==> config.mk <==
export PLATFORM = sky130hd
export DESIGN_NAME = gsu_mac
export DESIGN_NICKNAME = d
export VERILOG_FILES = /design/src/design/gsu_pkg.sv /design/src/design/gsu_mac.sv
export SDC_FILE = /design/constraint.sdc
export NUM_CORES = 2
export LEC_CHECK = 0
export ABC_AREA = 0
export BUFFER_PORTS_ARGS = -buffer_cell sky130_fd_sc_hd__buf_4
export CORE_ASPECT_RATIO = 1.2
export CORE_MARGIN = 1
export CORE_UTILIZATION = 44
export CTS_BUF_LIST = sky130_fd_sc_hd__clkbuf_16
export DETAILED_ROUTE_END_ITERATION = 10
export GPL_TIMING_DRIVEN = 0
export REMOVE_ABC_BUFFERS = 1
export SYNTH_ARGS = -nofsm -noshare
export SYNTH_HDL_FRONTEND = slang
export SYNTH_SLANG_ARGS = --single-unit
==> constraint.sdc <==
create_clock -name clk -period 13.7 [get_ports clk]
set_input_delay 2.055 -clock clk [delete_from_list [all_inputs] [get_ports clk]]
set_output_delay 2.055 -clock clk [all_outputs]
set_load 0.05 [all_outputs]
==> src/design/gsu_pkg.sv <==
// shared constants for the gjk simplex update block
package gsu_pkg;

    localparam int COORD_WIDTH_DEF = 16;
    localparam int FIELD_W         = 16;
    localparam int DIR_W           = 56;
    localparam int SIMPLEX_DEPTH   = 4;
    localparam int IN_DATA_W       = 3 * FIELD_W;
    localparam int OUT_DATA_W      = 176;

    // operation codes
    localparam logic OP_START = 1'b0;
    localparam logic OP_ADD   = 1'b1;

    // status codes
    localparam logic [1:0] ST_CONTINUE  = 2'd0;
    localparam logic [1:0] ST_SEPARATED = 2'd1;
    localparam logic [1:0] ST_OVERLAP   = 2'd2;

    // internal widths as a function of the coordinate width
    function automatic int narrow_w(input int c);
        return c + 1;
    endfunction

    function automatic int wide_w(input int c);
        return 3 * c + 5;
    endfunction

    function automatic int acc_w(input int c);
        return 4 * c + 8;
    endfunction

endpackage

==> src/design/gsu_mac.sv <==
// shared multiply-accumulate unit: wide operand taken in two halves against a narrow one
module gsu_mac
    import gsu_pkg::*;
#(
    parameter int COORD_WIDTH = COORD_WIDTH_DEF
)
(
    input  logic                                   clk,
    input  logic                                   en,
    input  logic                                   clr,
    input  logic                                   sub,
    input  logic                                   hi,
    input  logic signed [wide_w(COORD_WIDTH)-1:0]   x,
    input  logic signed [narrow_w(COORD_WIDTH)-1:0] y,
    output logic signed [acc_w(COORD_WIDTH)-1:0]    acc
);

    localparam int NW   = narrow_w(COORD_WIDTH);
    localparam int WIDE = wide_w(COORD_WIDTH);
    localparam int AW   = acc_w(COORD_WIDTH);
    localparam int H    = (WIDE + 1) / 2;
    localparam int HW   = WIDE - H;

    logic signed [H:0]        mop;
    logic signed [HW-1:0]     xh;
    logic signed [H+NW:0]     prod;
    logic signed [AW-1:0]     term;
    logic signed [AW-1:0]     acc_reg;
    logic signed [AW-1:0]     acc_next;

    always_comb
    begin
        xh   = x[WIDE-1:H];
        mop  = hi ? (H+1)'(xh) : $signed({1'b0, x[H-1:0]});
        prod = mop * y;
        term = AW'(prod);
        if (hi)
        begin
            term = term <<< H;
        end
        acc_next = (clr ? AW'(0) : acc_reg) + (sub ? -term : term);
    end

    always_ff @(posedge clk)
    begin
        if (en)
        begin
            acc_reg <= acc_next;
        end
    end

    assign acc = acc_reg;

endmodule

=== Word level (Yosys, flattened, before mapping) ===
Index checks and enable logic that the tools add are counted.

* Add/subtract/negate cells: 2
* Muxes and demuxes: 4
* Multiply operators: 1

{| class="wikitable"
|+ Operators by type and width
! kind !! number
|-
| 72-bit 2-to-1 mux || 2
|-
| 72-bit adder || 1
|-
| 72-bit negation || 1
|-
| 71-bit 2-to-1 mux || 1
|-
| 28-bit by 17-bit multiplier with 45-bit output || 1
|-
| 28-bit 2-to-1 mux || 1
|}

* Register bits after elaboration: 72

=== Logic depth before layout (Yosys ltp) ===
* Depth after elaboration: 6
* Gate-level depth with buffers: 50

=== Least setup slack after synthesis ===
No wires, ideal clock.

* Path type: input port to flip-flop
* Start point: in hi
* End point: reg acc_reg[71], in the netlist acc[71] (data pin)
* Data required time: 13.439 ns
* Arrival time: 13.919 ns
* Library setup time: 0.261 ns
* Path slack: -0.480 ns
* Stages on the path: 48
* Path through: clkbuf_1 > clkbuf_1 > clkbuf_1 > clkbuf_1 > clkbuf_1 > buf_1 > buf_1 > mux2_2 > clkbuf_1 > nand2_1 > fa_1 > fa_1 > fa_1 > fa_1 > inv_1 > fa_1 > inv_1 > fa_1 > [12 not listed] > buf_6 > or4_1 > o21ai_1 > xor2_1 > ha_1 > clkbuf_1 > and3_1 > nand2_1 > or2_2 > o221ai_1 > a211o_1 > and2_1 > a221o_1 > o41ai_1 > o211ai_1 > a21oi_1 > xnor2_1 > xnor2_1

* Word-level cells in the longest chain between the ends: 6

{| class="wikitable"
|+ Ends and longest elaborated chain
! item !! RTL line !! source
|-
| start: declaration || gsu_mac.sv:12 || <nowiki>input logic hi,</nowiki>
|-
| 28-bit 2-to-1 mux || gsu_mac.sv:34 || <nowiki>mop = hi ? (H+1)'(xh) : $signed({1'b0, x[H-1:0]});</nowiki>
|-
| 28-bit by 17-bit multiplier with 45-bit output || gsu_mac.sv:35 || <nowiki>prod = mop * y;</nowiki>
|-
| 71-bit 2-to-1 mux || gsu_mac.sv:37 || <nowiki>if (hi)</nowiki>
|-
| 72-bit negation || gsu_mac.sv:41 || <nowiki>acc_next = (clr ? AW'(0) : acc_reg) + (sub ? -term : term);</nowiki>
|-
| 72-bit 2-to-1 mux (*) || gsu_mac.sv:41 ||
|-
| 72-bit adder (*) || gsu_mac.sv:41 ||
|-
| via acc_next[71] || gsu_mac.sv:29 || <nowiki>logic signed [AW-1:0] acc_next;</nowiki>
|-
| end signal: assignment || gsu_mac.sv:48 || <nowiki>acc_reg <= acc_next;</nowiki>
|-
| end: declaration || gsu_mac.sv:28 || <nowiki>logic signed [AW-1:0] acc_reg;</nowiki>
|}

The timed path passes the listed nets; every way through them passes the cells marked *.
A chain may end at the register's enable or synchronous reset.

=== Final worst setup path ===
Ends and elaborated chain as after synthesis.

==> flow_summary.toml <==
[worst_setup_path]
reg2reg_depth = 14
critPathMaxStageDelay_ps = 750
required_ps = 13810
critPathLaunch = "hi"
r2r_start = "acc[0]"
cp-start-kind = "input pin"
cp_common_cell = "fa_1"
r2r-end = "acc[56]"
r2r_setup_slack_ps = 9020
crit_path_top_delay_cell = "nor4_1"
cp.arrival_ps = 13340
crit_type = "in -> reg"
worstSetupEndpointType = "flip-flop"
worstPathMaxFanout = 30

[die]
die-area_um2 = 62160
die_h_um = 272.9
boundaryPins = 147
die_x_um = 227.8
coreArea_um2 = 59960
start_util = 0.4488
placementRows = 98

[logic_synthesis]
synthArstFlopShare = 0
synth_edf_count = 72
synth_top_family_by_area = "adder cells"
synthTopCellsByArea = "fa_1, ha_1, edfxtp_1"
yosys.area_share.simple = 0.1938
synth_mux_area_frac = 0.01381
ys_ff_latch = 72
yosysWarningCount = 0
syn_area_um2 = 26910
synth_xor_area_frac = 0.05305
synth_top_area_frac = 0.3437
synth-seq-area-share = 0.08035
synth_area_per_cell_um2 = 8.491
synth_ff_type = "edfxtp_1"
synth_cell_types = 82
synth_compound_area_frac = 0.1406
synthDominantAreaCellType = "fa_1"
synth_fa_ha_area_frac = 0.4269
syn_inst = 3169

[timing]
worst-slew-pin-transition_ps = 1053
setup_viol = 0
slew_violations = 0
period_share = 0.9653
fin_crit_ps = 13220
fin_skew_ps = 15.88
relSlewSlack = 0.2982
max_freq_mhz = 75.62
grt_setup_unrepaired = "yes"
hold_viol = 0

[worst_hold_path]
hold_start = "acc[0]"
hold_depth = 2
worstHoldEndpoint = "acc[0]"
hp-class = "reg -> reg"

[clock_network]
htreeDepth = 3
path_clk_slew_ps = 70
clock_latency_ps = 360
clock_sinks = 72
cts_tree = "built"
cts_buffers = 9
cts_hold_buf = 0
cts_buffer_depth = 2
root_buffer = "clkbuf_16"

[route]
final_antenna_net_count = 0
drc_errors = 0
dr.pass1.iters = 8
vias = 22230
vias_per_cell = 5.586
totalWireLength_um = 76680
wl_per_cell_um = 19.27
drt_iter0_markers = 1252

[layout]
antenna_cells = 0
fin_nets = 3890
fin_util = 0.4841
final_cell_mix = "inv_1, fa_1, nand2_1"
largest_register_ff_count = 72
area_growth_pct = 7.877
post-route-cell-area_um2 = 29030
drive_above_1_share = 0.08336
mostFrequentLayoutCell = "inv_1"

[global_routing]
antenna_found_initial = 0
grt_pass1_vias = 23620
grt.overflow.total = 0
grt_util_all_layers = 0.2546
grt_pass1_wl_um = 127400
grt_start_max_net_pins = 73

[placed_design]
portBuffers = 146
routabilityCongestion = 0.9173
dpl.hpwl_um = 62550
dpl_cell_area_um2 = 28440

[flow_run]
drv_cap = 0

[status]
status = "completed"
-- routing by layer --
layer | share of wire | wire [µm] | GRT usage
met1 | 0.42 | 32210 | 0.3222
met5 | 0 | 0 | 0
met2 | 0.52 | 39690 | 0.4601
met4 | 0.028 | 2109 | 0.07681
met3 | 0.035 | 2669 | 0.02149
-- per-stage QoR --
stage | instances | worst slack (ps) | hold WS (ps) | setup TNS, ps
global placement | 3957 | -2713 | 724.1 | -49810
finish | 3979 | 475.5 | 753.6 | 0
detailed placement | 3959 | -1334 | 748.7 | -9899
global route | 3979 | -6.453 | 790.2 | -6.453
CTS | 3978 | 46.71 | 772.3 | 0
floorplan | 3011 | 1221 | 1039 | 0
-- how the worst max path moves through the flow --
stage,slack (ps),to
6_report,480,acc[71]
5_1_grt,-6,acc[71]
4_1_cts,50,acc[71]
3_5_place_dp,-1330,acc[71]
3_3_place_gp,-2710,acc[71]
2_1_floorplan,1220,acc[71]
-- worst max-delay path: cells and delay by family --
family                     cells  cell delay [ps]
buffers and inverters          6              670
muxes                          1              440
adders and majority gates      8             3760
xor gates and xnor gates       3              600
and+or+nand+nor                9             2340
AOI/OAI and AO/OA             12             3390
-- Yosys cell counts, types with 14 or more instances --
master,number
inv_1,492
edfxtp_1,72
clkbuf_1,136
mux2_2,25
o31ai_1,14
and3_1,34
nand4_1,23
nor2_1,125
a211oi_1,18
o21bai_1,22
o21a_1,20
or2_2,23
a31oi_1,22
fa_1,462
xnor2_1,104
buf_1,19
nand2_1,381
xor2_1,59
and2_1,202
nand3_1,47
ha_1,179
nor3_1,29
o21ai_0,125
nand2b_1,20
o211ai_1,17
nor2b_1,100
a21oi_1,136
a21o_1,77
-- layout make-up --
class                           instances  area (µm²)
Clock buffer                            9       225.2
Clock inverter                          7       72.57
Fill cell                            5766       30930
Inverter                              494        1863
Multi-Input combinational cell       2445       22490
Sequential cell                        72        2162
Tap cell                              800        1001
Timing Repair Buffer                  152        1220
-- cell families (layout without fill, tap and decap cells) --
group	count (synthesis)	count (layout)
XOR/XNOR	163	163
adder cells (fa/ha/maj)	641	641
buffers and inverters	652	662
AO/OA/AOI/OAI	569	569
flip-flops	72	72
AND/OR/NAND/NOR	1038	1038
multiplexers	34	34
-- repair_timing --
item	4_1_cts	5_1_grt
cloned	1	1
endpoints found under the setup margin	11	13
gates resized for setup	20	24
buffers inserted	2	0
pin swaps	1	1
Power is left out: the tool's default activity adds up to more than one toggle a clock period on the data nets, which glitch-free logic cannot reach.
